==> src/sv/pipr_pkg.sv <==
// Shared types and constants for the point-in-polygon ray-cast core.
// Holds op codes, coordinate widths and the controller/datapath structs.
// No dependencies.
package pipr_pkg;

	localparam int LAT_W = 31;
	localparam int LON_W = 32;
	localparam int VC_W = 9;
	localparam int OP_W = 2;
	localparam int PROD_W = LAT_W + LON_W + 2;
	localparam int MIN_POLY_VERTICES = 3;

	localparam logic [OP_W-1:0] OP_CLEAR = 2'd0;
	localparam logic [OP_W-1:0] OP_APPEND = 2'd1;
	localparam logic [OP_W-1:0] OP_TEST = 2'd2;

	typedef struct packed {
		logic accept;
		logic clear;
		logic append;
		logic walk_init;
		logic rd;
	} pipr_cmd_t;

	typedef struct packed {
		logic full;
		logic few;
		logic rd_last;
		logic pipe_busy;
	} pipr_sts_t;

endpackage

==> src/sv/pipr_ctrl.sv <==
// Controller of the point-in-polygon ray-cast core: decodes the op,
// sequences the edge walk, waits for the pipeline and strobes the result.
// Depends on pipr_pkg.
module pipr_ctrl (
	input  logic                      clk,
	input  logic                      arst_n,
	input  logic                      start,
	input  logic [pipr_pkg::OP_W-1:0] op,
	input  pipr_pkg::pipr_sts_t       sts,
	output pipr_pkg::pipr_cmd_t       cmd,
	output logic                      busy,
	output logic                      done
);

	localparam logic [1:0] ST_IDLE = 2'd0;
	localparam logic [1:0] ST_WALK = 2'd1;
	localparam logic [1:0] ST_DRAIN = 2'd2;
	localparam logic [1:0] ST_RESP = 2'd3;

	logic [1:0] state_q;
	logic [1:0] state_d;

	always_comb begin
		state_d = state_q;
		cmd = '0;
		unique case (state_q)
			ST_IDLE: begin
				if (start) begin
					cmd.accept = 1'b1;
					state_d = ST_RESP;
					unique case (op)
						pipr_pkg::OP_CLEAR: begin
							cmd.clear = 1'b1;
						end
						pipr_pkg::OP_APPEND: begin
							cmd.append = 1'b1;
						end
						pipr_pkg::OP_TEST: begin
							if (!sts.few) begin
								cmd.walk_init = 1'b1;
								state_d = ST_WALK;
							end
						end
						default: begin
							state_d = ST_RESP;
						end
					endcase
				end
			end
			ST_WALK: begin
				cmd.rd = 1'b1;
				if (sts.rd_last) begin
					state_d = ST_DRAIN;
				end
			end
			ST_DRAIN: begin
				if (!sts.pipe_busy) begin
					state_d = ST_RESP;
				end
			end
			ST_RESP: begin
				state_d = ST_IDLE;
			end
			default: begin
				state_d = ST_IDLE;
			end
		endcase
	end

	always_ff @(posedge clk or negedge arst_n) begin
		if (!arst_n) begin
			state_q <= ST_IDLE;
		end else begin
			state_q <= state_d;
		end
	end

	assign busy = (state_q != ST_IDLE);
	assign done = (state_q == ST_RESP);

endmodule

==> config.mk <==
export PLATFORM = sky130hd
export DESIGN_NAME = pipr_ctrl
export DESIGN_NICKNAME = d
export VERILOG_FILES = /design/src/sv/pipr_pkg.sv /design/src/sv/pipr_ctrl.sv
export SDC_FILE = /design/constraint.sdc
export NUM_CORES = 1
export LEC_CHECK = 0
export BUFFER_PORTS_ARGS = -buffer_cell sky130_fd_sc_hd__buf_2
export CAP_MARGIN = 5
export CORE_AREA = 2 2 39 41
export CTS_CLUSTER_SIZE = 24
export DETAILED_ROUTE_END_ITERATION = 6
export DIE_AREA = 0 0 41 43
export PLACE_DENSITY = 0.44
export RECOVER_POWER = 25
export SETUP_SLACK_MARGIN = 0.1
export SLEW_MARGIN = 15
export SYNTH_ARGS = -nofsm -noshare
export SYNTH_HDL_FRONTEND = slang
export SYNTH_SLANG_ARGS = --single-unit
==> constraint.sdc <==
create_clock -name clk -period 1.95 [get_ports clk]
set_input_delay 0.0975 -clock clk [delete_from_list [all_inputs] [get_ports clk]]
set_output_delay 0.0975 -clock clk [all_outputs]
set_load 0.02 [all_outputs]
==> results of run 1 <==
[what timing repair did]
item	CTS	global route
hold endpoints to repair	2	0
hold buffers	1	0
resized for setup	0	0
[per-layer routing]
metal	GRT usage	routed length, um
met1	0.0643	214
met2	0.0969	202
met3	0.0314	64
met4	0.0800	0
met5	0	0
[placed cells by master (no fill, tap or decap), drive strengths merged]
master | Yosys | layout
a21oi | 1 | 1
a222oi | 1 | 1
a22oi | 1 | 1
a2bb2oi | 1 | 1
buf | 0 | 13
clkbuf | 0 | 4
dfrtp | 2 | 2
dlygate4sd3 | 0 | 1
ha | 5 | 5
inv | 6 | 6
mux2 | 1 | 1
nand2 | 1 | 1
nor2 | 2 | 2
nor3 | 1 | 1
nor3b | 2 | 2
nor4b | 1 | 1
[layout make-up]
type,instances,area (sq um)
Clock buffer,3,22.5
Sequential cell,2,50.0
Inverter,6,22.5
Tap cell,16,20.0
Multi-Input combinational cell,17,145
Timing Repair Buffer,15,78.8
Fill cell,157,1040
[per-stage QoR]
step	power [mW]	cell area, sq um
floorplan	0.316	218
global placement	0.390	308
detailed placement	0.395	308
CTS	0.496	340
global route	0.538	339
finish	0.482	339
[kinds of logic after synthesis]
logic type | count (synthesis) | synth area share
simple gates | 7 | 0.184
buf+inv | 6 | 0.103
fa+ha+maj | 5 | 0.287
compound gates | 4 | 0.144
flops | 2 | 0.230
mux | 1 | 0.0517
[power breakdown]
group	switching [mW]	leakage, nW	total [mW]	internal, mW
Combinational	0.171	0.157	0.303	0.132
Clock	0.0228	0.0138	0.0907	0.0679
Sequential	0.0226	0.0230	0.0882	0.0656
Total	0.217	0.194	0.482	0.265
[how the worst max path moves through the flow]
| stage | from | slack, ps | to | depth (start not counted) |
|---|---|---|---|---|
| after detailed placement | state_q[0] | 290 | state_q[1] | 4 |
| after floorplan | state_q[0] | 330 | cmd[1] | 4 |
| after CTS | state_q[0] | 290 | state_q[1] | 4 |
| after global placement | state_q[0] | 300 | state_q[1] | 4 |
| after global routing | state_q[0] | 180 | state_q[1] | 4 |
| final | state_q[0] | 300 | state_q[1] | 4 |
[synth_stat cells, types with 2 or more instances]
master,instances
inv_1,6
nor3b_1,2
dfrtp_1,2
nor2_1,2
ha_1,5
[worst register-to-register path, stage by stage (launching register included)]
cell and delay [ps]:
dfrtp_1 380, inv_1 90, ha_1 250, a222oi_1 420
mux2_2 390
==> impl_metrics.json, run 1 <==
{
  "drt_pass1_iterations": 4,
  "cts.sinks": 2,
  "relSlewSlack": 0.743,
  "antenna_found_initial": 0,
  "worst_clock_skew_ps": 0.202,
  "timing.final.ws_setup_ps": 301,
  "root_buffer": "clkbuf_4",
  "cts_buffers": 3,
  "timing.fmax_mhz": 606,
  "grt_pass1_wl_um": 752,
  "gp_congestion": 0.694,
  "dieArea_sq_um": 1760,
  "cp_slowest_cell": "a222oi_1",
  "initial_core_util": 0.157,
  "final.min_clock_period_ps": 1650,
  "fin_nets": 59,
  "reg_top3": "state_q x2",
  "syn_avg_cell_area_sq_um": 8.71,
  "finalNonFillerCells": 59,
  "num_rows": 14,
  "reg2regPathDepth": 4,
  "final_antenna_net_count": 0,
  "place_worst_setup_slack_ps": 292,
  "cp.arrival_ps": 1750,
  "grt_max_degree": 5,
  "drcViolationCount": 0,
  "insertion_delay_ps": 220,
  "syn_to_final_growth_pct": 55.7,
  "status": "finished, final reports clean",
  "largest_reg_flops": 2,
  "final-setup-viol-count": 0,
  "crit_fanout": 4,
  "reg2reg_to": "state_q[1]",
  "cp_cell_sequence": "inv_1 -> ha_1 -> a222oi_1 -> mux2_2",
  "whs_ps": 196,
  "required_ps": 2050,
  "rsz0062_at_grt": "no",
  "critPathKind": "reg -> reg",
  "cts_tree": "done",
  "first_iter_violations": 2,
  "fin_crit_sh": 0.846,
  "wl_per_cell_um": 8.15,
  "synth_area_leader_cell": "ha_1",
  "path_clk_slew_ps": 30,
  "core_area_sq_um": 1380,
  "synth.area.top_cells": "ha_1 (29%), dfrtp_1 (23%), inv_1 (10%)",
  "r2r-start": "state_q[0]",
  "die_x_um": 41,
  "die_y_um": 43,
  "slew_viol_final": 0,
  "gr-total-overflow": 0,
  "peakVddDrop_uv": 540,
  "antenna_cells": 0,
  "vias_per_cell": 3.88,
  "final_util": 0.245,
  "regMostFlops": "state_q",
  "synth_cells": 25,
  "vias": 229,
  "wirelength_um": 481,
  "htree_levels": 1,
  "worst-path-buf-inv": 1,
  "syn_nets": 39,
  "ys_ff_latch": 2,
  "io_pins": 16,
  "synth_ff_type": "dfrtp_1",
  "max_cap_violations": 0,
  "synth_edf_count": 0,
  "setup_tns_ps": 0,
  "yosys_warnings": 0,
  "track_usage": 0.0693,
  "io_buffer_count": 14,
  "ctsLongestPathBuffers": 2,
  "synth_cell_types": 13,
  "worst_pin_slew_ps": 386,
  "p_leak_nw": 0.194,
  "seq_area_frac_synth": 0.230,
  "netlist_area_sq_um": 218,
  "worst_setup_path_end_kind": "flip-flop",
  "startpoint_type": "flip-flop",
  "hold_path.class": "in -> async",
  "dp_hpwl_um": 387,
  "post_cts_buffers": 0,
  "placed_cells": 55,
  "grt_pass1_vias": 221,
  "drive_gt1_frac": 0.395,
  "cp_top_family": "compound AO/OA/AOI/OAI gates",
  "finalHoldViolCount": 0,
  "async_flop_share": 1.00,
  "power_density_nw_per_um2": 1420,
  "synth_top_cell_area_share": 0.287,
  "r2r_slack_ps": 300,
  "slowest_delay_ps": 420
}
Note: power is estimated with default switching activity, not from simulation.
==> run 2: changes to the inputs <==
--- a/config.mk
+++ b/config.mk
@@ -5,13 +5,14 @@
 export SDC_FILE = /design/constraint.sdc
 export NUM_CORES = 1
 export LEC_CHECK = 0
+export ABC_AREA = 1
 export BUFFER_PORTS_ARGS = -buffer_cell sky130_fd_sc_hd__buf_2
 export CAP_MARGIN = 5
 export CORE_AREA = 2 2 39 41
 export CTS_CLUSTER_SIZE = 24
 export DETAILED_ROUTE_END_ITERATION = 6
 export DIE_AREA = 0 0 41 43
-export PLACE_DENSITY = 0.44
+export PLACE_DENSITY = 0.47
 export RECOVER_POWER = 25
 export SETUP_SLACK_MARGIN = 0.1
 export SLEW_MARGIN = 15
==> constraint.sdc (replaced) <==
create_clock -name clk -period 1.5 [get_ports clk]
set_input_delay 0.075 -clock clk [delete_from_list [all_inputs] [get_ports clk]]
set_output_delay 0.075 -clock clk [all_outputs]
set_load 0.02 [all_outputs]
==> run 2 against run 1 <==
Critical path depth up 1. Global-route usage shrank 0.30 points. Clock-buffer cell count unchanged. Die area unchanged. Sequential share of layout area down 2.2 points. Synthesized area grew 5.2%. Non-clock buffer count up 2. Combinational power is 70% higher. Cell area grew 17%. Critical path type is now reg -> out. Largest power group unchanged. Highest routed layer unchanged.
==> impl_metrics.json, run 2 <==
{
  "status": "finished, final reports clean",
  "syn_to_final_growth_pct": 73.8,
  "crit_fanout": 4,
  "worst_pin_slew_ps": 136,
  "yosys_warnings": 0,
  "synth_top_family_by_area": "simple AND/OR/NAND/NOR gates",
  "regMostFlops": "state_q",
  "nFillCells": 151,
  "critPathKind": "reg -> out",
  "drt_pass1_iterations": 2,
  "core_area_sq_um": 1380,
  "ctsLongestPathBuffers": 2,
  "syn_avg_cell_area_sq_um": 6.54,
  "synth.area.top_cells": "ha_1 (27%), dfrtp_1 (22%), nand2_1 (18%)",
  "timing.fmax_mhz": 780,
  "ys_ff_latch": 2,
  "ff_latch_area_sq_um": 50.0,
  "wl_per_cell_um": 8.00,
  "worst_setup_path_end_kind": "primary output",
  "synth_commonest_cells": "nand2_1 (11), inv_1 (9), ha_1 (5)",
  "peakVddDrop_uv": 965,
  "mostFrequentLayoutCells": "nand2_1 (10), buf_2 (10), inv_1 (7)",
  "met2_length_um": 267,
  "required_ps": 1420,
  "seq_area_frac_synth": 0.219,
  "wirelength_um": 568,
  "dp_hpwl_um": 388,
  "power_density_nw_per_um2": 1870,
  "drcViolationCount": 0,
  "track_usage": 0.0663,
  "fin_nets": 71,
  "max_cap_violations": 0,
  "final_util": 0.288,
  "top_layer": "met3",
  "gr-total-overflow": 0,
  "synth_compound_area_frac": 0.0219,
  "path_clk_slew_ps": 30,
  "die_y_um": 43,
  "synthMuxAreaShare": 0,
  "worst_clock_skew_ps": 0.317,
  "p_leak_nw": 0.242,
  "io_buffer_count": 14,
  "htree_levels": 1,
  "drive_gt1_frac": 0.473,
  "cts.sinks": 2,
  "synth_top_cell_area_share": 0.273,
  "synthAdderAreaFrac": 0.273,
  "synth-simple-area-share": 0.322,
  "async_flop_share": 1.00,
  "slew_viol_final": 0,
  "final_antenna_net_count": 0,
  "startpoint_type": "flip-flop",
  "die_x_um": 41,
  "grt_pass1_vias": 203,
  "wl_met3_um": 53,
  "syn_nets": 49,
  "io_pins": 16,
  "cp.arrival_ps": 1210,
  "relSlewSlack": 0.909,
  "vias_per_cell": 3.70,
  "setup_tns_ps": 0,
  "synth_area_leader_cell": "ha_1",
  "antenna_cells": 0,
  "largest_reg_flops": 2,
  "netlist_area_sq_um": 229,
  "root_buffer": "clkbuf_4",
  "gp_congestion": 0.666,
  "yosysMostFrequentCell": "nand2_1",
  "final.min_clock_period_ps": 1280,
  "num_rows": 14,
  "synth_cell_types": 10,
  "rsz0062_at_grt": "no",
  "drt-met1-wl_um": 246,
  "synth_edf_count": 0,
  "synth_xor_area_frac": 0,
  "place_worst_setup_slack_ps": 302,
  "insertion_delay_ps": 220,
  "dieArea_sq_um": 1760,
  "fin_crit_sh": 0.855,
  "hold_path.class": "in -> async",
  "initial_core_util": 0.165,
  "first_iter_violations": 1,
  "cts_tree": "done",
  "grt_max_degree": 5,
  "synth_cells": 35,
  "grt_pass1_wl_um": 703,
  "vias": 263,
  "cts_buffers": 3,
  "finalHoldViolCount": 0,
  "timing.final.ws_setup_ps": 217,
  "final-setup-viol-count": 0,
  "reg_top3": "state_q x2",
  "synth_ff_type": "dfrtp_1",
  "antenna_found_initial": 0,
  "multi_input_area_sq_um": 166
}
==> run 2: layout make-up <==
class	count	share of cell area
well taps	16	0.0503
multi-input cells	23	0.418
flip-flops and latches	2	0.126
repair buffers	17	0.255
inverters	10	0.0943
clock buffers	3	0.0566
==> run 2: routing by layer <==
metal	up-vias	GRT usage
met2	14	0.0875
li1	141	-
met4	0	0.0800
met3	0	0.0314
met5	-	0
met1	108	0.0643
==> run 2: path summary, 6_finish.rpt <==
kind	from	to	slack, ps	cells after the start
setup reg to reg	state_q[0]	state_q[0]	310	6
hold / removal	arst_n	state_q[0]	180	2
min in group clk	sts[0]	state_q[0]	210	4
max in group asynchronous	arst_n	state_q[1]	1190	2
hold reg to reg	state_q[1]	state_q[1]	550	2
setup / recovery	state_q[1]	cmd[1]	220	5
==> run 2: per-stage QoR <==
step | instance area, sq um | cells | hold slack, ps | total power [mW]
finish | 398 | 71 | 183 | 0.743
CTS | 362 | 70 | 154 | 0.691
detailed placement | 319 | 65 | -138 | 0.530
global placement | 319 | 65 | -140 | 0.530
global route | 398 | 71 | 179 | 0.841
floorplan | 229 | 35 | -221 | 0.429
==> run 2: power by group <==
group / internal, mW / total (mW) / switching [mW]
Combinational: 0.211 / 0.515 / 0.303
Sequential: 0.0853 / 0.111 / 0.0262
Clock: 0.0882 / 0.117 / 0.0291
==> run 2: cell families (layout without fill, tap and decap cells) <==
kind of cell,Yosys count,count (layout)
simple gates,17,17
compound gates,1,1
buf+inv,10,30
fa+ha+maj,5,5
flops,2,2
==> run 2: timing repair <==
| item | in CTS | in global routing |
|---|---|---|
| endpoints found under the setup margin | 2 | 3 |
| gates resized for setup | 3 | 7 |
| hold buffers | 1 | 0 |
| endpoints found under the hold margin | 2 | 0 |
| buffers inserted | 1 | 1 |
==> run 2: worst max-delay path: stages, from the launching register on <==
cell and delay, ps:
dfrtp_1 400, inv_2 100, ha_4 140, nand2_2 80, nor2_1 120, buf_4 150
==> run 3: changes to the inputs <==
--- a/config.mk
+++ b/config.mk
@@ -9,12 +9,13 @@
 export BUFFER_PORTS_ARGS = -buffer_cell sky130_fd_sc_hd__buf_2
 export CAP_MARGIN = 5
 export CORE_AREA = 2 2 39 41
+export CTS_BUF_LIST = sky130_fd_sc_hd__clkbuf_16
 export CTS_CLUSTER_SIZE = 24
 export DETAILED_ROUTE_END_ITERATION = 6
 export DIE_AREA = 0 0 41 43
 export PLACE_DENSITY = 0.47
 export RECOVER_POWER = 25
-export SETUP_SLACK_MARGIN = 0.1
+export SETUP_SLACK_MARGIN = 0.5
 export SLEW_MARGIN = 15
 export SYNTH_ARGS = -nofsm -noshare
 export SYNTH_HDL_FRONTEND = slang
==> run 3 against run 2 <==
Clock skew increased by 0.56 ps. Sequential share of layout area decreased by 3.8 points. Die area unchanged. Sequential cell count unchanged. Combinational power increased by 52%. Worst setup slack improved by 2.1 ps. First-iteration DRC count decreased by 100%. Via count increased by 6.5%. Utilization increased by 14 points. Sequential power increased by 4%. Register-to-register slack improved by 20 ps. Cell area increased by 47%. Highest routed layer unchanged.
==> impl_metrics.json, run 3 (same netlist as run 2, synthesis figures left out) <==
{
  "max_cap_violations": 0,
  "regMostFlops": "state_q",
  "gp_congestion": 0.683,
  "vias": 280,
  "timing.fmax_mhz": 781,
  "final-setup-viol-count": 0,
  "insertion_delay_ps": 220,
  "critPathKind": "reg -> out",
  "antenna_cells": 0,
  "first_iter_violations": 0,
  "wirelength_um": 646,
  "busiest_layer": "met2",
  "mostFrequentLayoutCells": "buf_6 (8), inv_1 (7), nand2_1 (6), buf_2 (6)",
  "grt_use_met3": 0.0471,
  "p_leak_nw": 0.305,
  "slew_viol_final": 0,
  "peakVddDrop_uv": 1530,
  "die_y_um": 43,
  "crit_fanout": 4,
  "final_util": 0.423,
  "root_buffer": "clkbuf_16",
  "reg2regPathDepth": 6,
  "drive_gt1_frac": 0.649,
  "cts_tree": "done",
  "gr-total-overflow": 0,
  "relSlewSlack": 0.886,
  "final_common_cell": "buf_6",
  "die_x_um": 41,
  "worst_setup_path_end_kind": "primary output",
  "syn_to_final_growth_pct": 156,
  "required_ps": 1420,
  "num_rows": 14,
  "worst_clock_skew_ps": 0.880,
  "startpoint_type": "flip-flop",
  "rsz0062_at_grt": "yes",
  "ctsLongestPathBuffers": 2,
  "r2r_slack_ps": 330,
  "grt_pass1_vias": 270,
  "initial_core_util": 0.165,
  "hold_path.class": "in -> async",
  "finalHoldViolCount": 0,
  "status": "finished, final reports clean",
  "cts.sinks": 2,
  "dp_hpwl_um": 403,
  "antenna_found_initial": 0,
  "drt_pass1_iterations": 1,
  "cts_buffers": 3,
  "worst_pin_slew_ps": 171,
  "dieArea_sq_um": 1760,
  "track_usage": 0.0953,
  "final.min_clock_period_ps": 1280,
  "io_buffer_count": 14,
  "largest_reg_flops": 2,
  "use_met2": 0.144,
  "cp.arrival_ps": 1210,
  "grt_pass1_wl_um": 1020,
  "reg2reg_to": "state_q[0]",
  "wl_per_cell_um": 8.85,
  "vias_per_cell": 3.84,
  "path_clk_slew_ps": 30,
  "io_pins": 16,
  "reg_top3": "state_q x2",
  "grtUsageMet1": 0.0801,
  "fin_crit_sh": 0.854,
  "core_area_sq_um": 1380,
  "final_antenna_net_count": 0,
  "grt_max_degree": 5,
  "drcViolationCount": 0,
  "fin_nets": 73,
  "r2r-start": "state_q[1]",
  "power_density_nw_per_um2": 2230,
  "htree_levels": 1,
  "setup_tns_ps": 0
}
## run 3: cell types whose count changed in the layout (fill, tap and decap cells not counted), sizes merged
cell / before / now
buf: 15 / 17
## run 3: layer usage
metal	vias to the layer above	wire, um
met5	-	0
met4	0	0
met3	0	32
met2	11	386
met1	122	227
li1	147	-
## run 3: stage by stage
| step | instances | power, mW | cell area (sq um) | setup slack, ps | hold slack, ps |
|---|---|---|---|---|---|
| 2_1_floorplan | 35 | 0.528 | 292 | 406 | -221 |
| 3_3_place_gp | 65 | 0.624 | 382 | 303 | -139 |
| 3_5_place_dp | 65 | 0.625 | 382 | 293 | -137 |
| 4_1_cts | 72 | 1.19 | 541 | 210 | 164 |
| 5_1_grt | 73 | 1.41 | 586 | 155 | 189 |
| 6_report | 73 | 1.30 | 586 | 219 | 171 |
## run 3: layout make-up
cell class,instances,area (sq um)
Fill cell,132,798
Multi-Input combinational cell,23,243
Timing Repair Buffer,19,156
Clock buffer,3,75.1
Sequential cell,2,51.3
Inverter,10,40.0
Tap cell,16,20.0
## run 3: power by group
part | internal [mW] | leakage, nW | switching, mW
clock | 0.340 | 0.0370 | 0.0654
sequential | 0.0880 | 0.0229 | 0.0275
combinational | 0.372 | 0.245 | 0.410
## run 3: how the worst max path moves through the flow
stage / startpoint / to / slack [ps]
after floorplan: state_q[0] / cmd[2] / 410
after global placement: state_q[1] / cmd[2] / 300
after detailed placement: state_q[1] / cmd[2] / 290
after CTS: state_q[1] / cmd[2] / 210
after global routing: state_q[0] / cmd[3] / 160
final: state_q[0] / cmd[2] / 220
## run 3: worst max-delay path: stages (launching register included)
cell	delay, ps
dfrtp_2	420
inv_4	80
ha_4	150
nand2_4	80
nor3_4	120
buf_6	130
## run 3: repair_timing
| item | 4_1_cts | 5_1_grt |
|---|---|---|
| pin swaps | 4 | 2 |
| setup endpoints to repair | 9 | 9 |
| resized for setup | 17 | 9 |
| setup buffers | 3 | 1 |
| endpoints found under the hold margin | 2 | 0 |
| hold buffers | 1 | 0 |
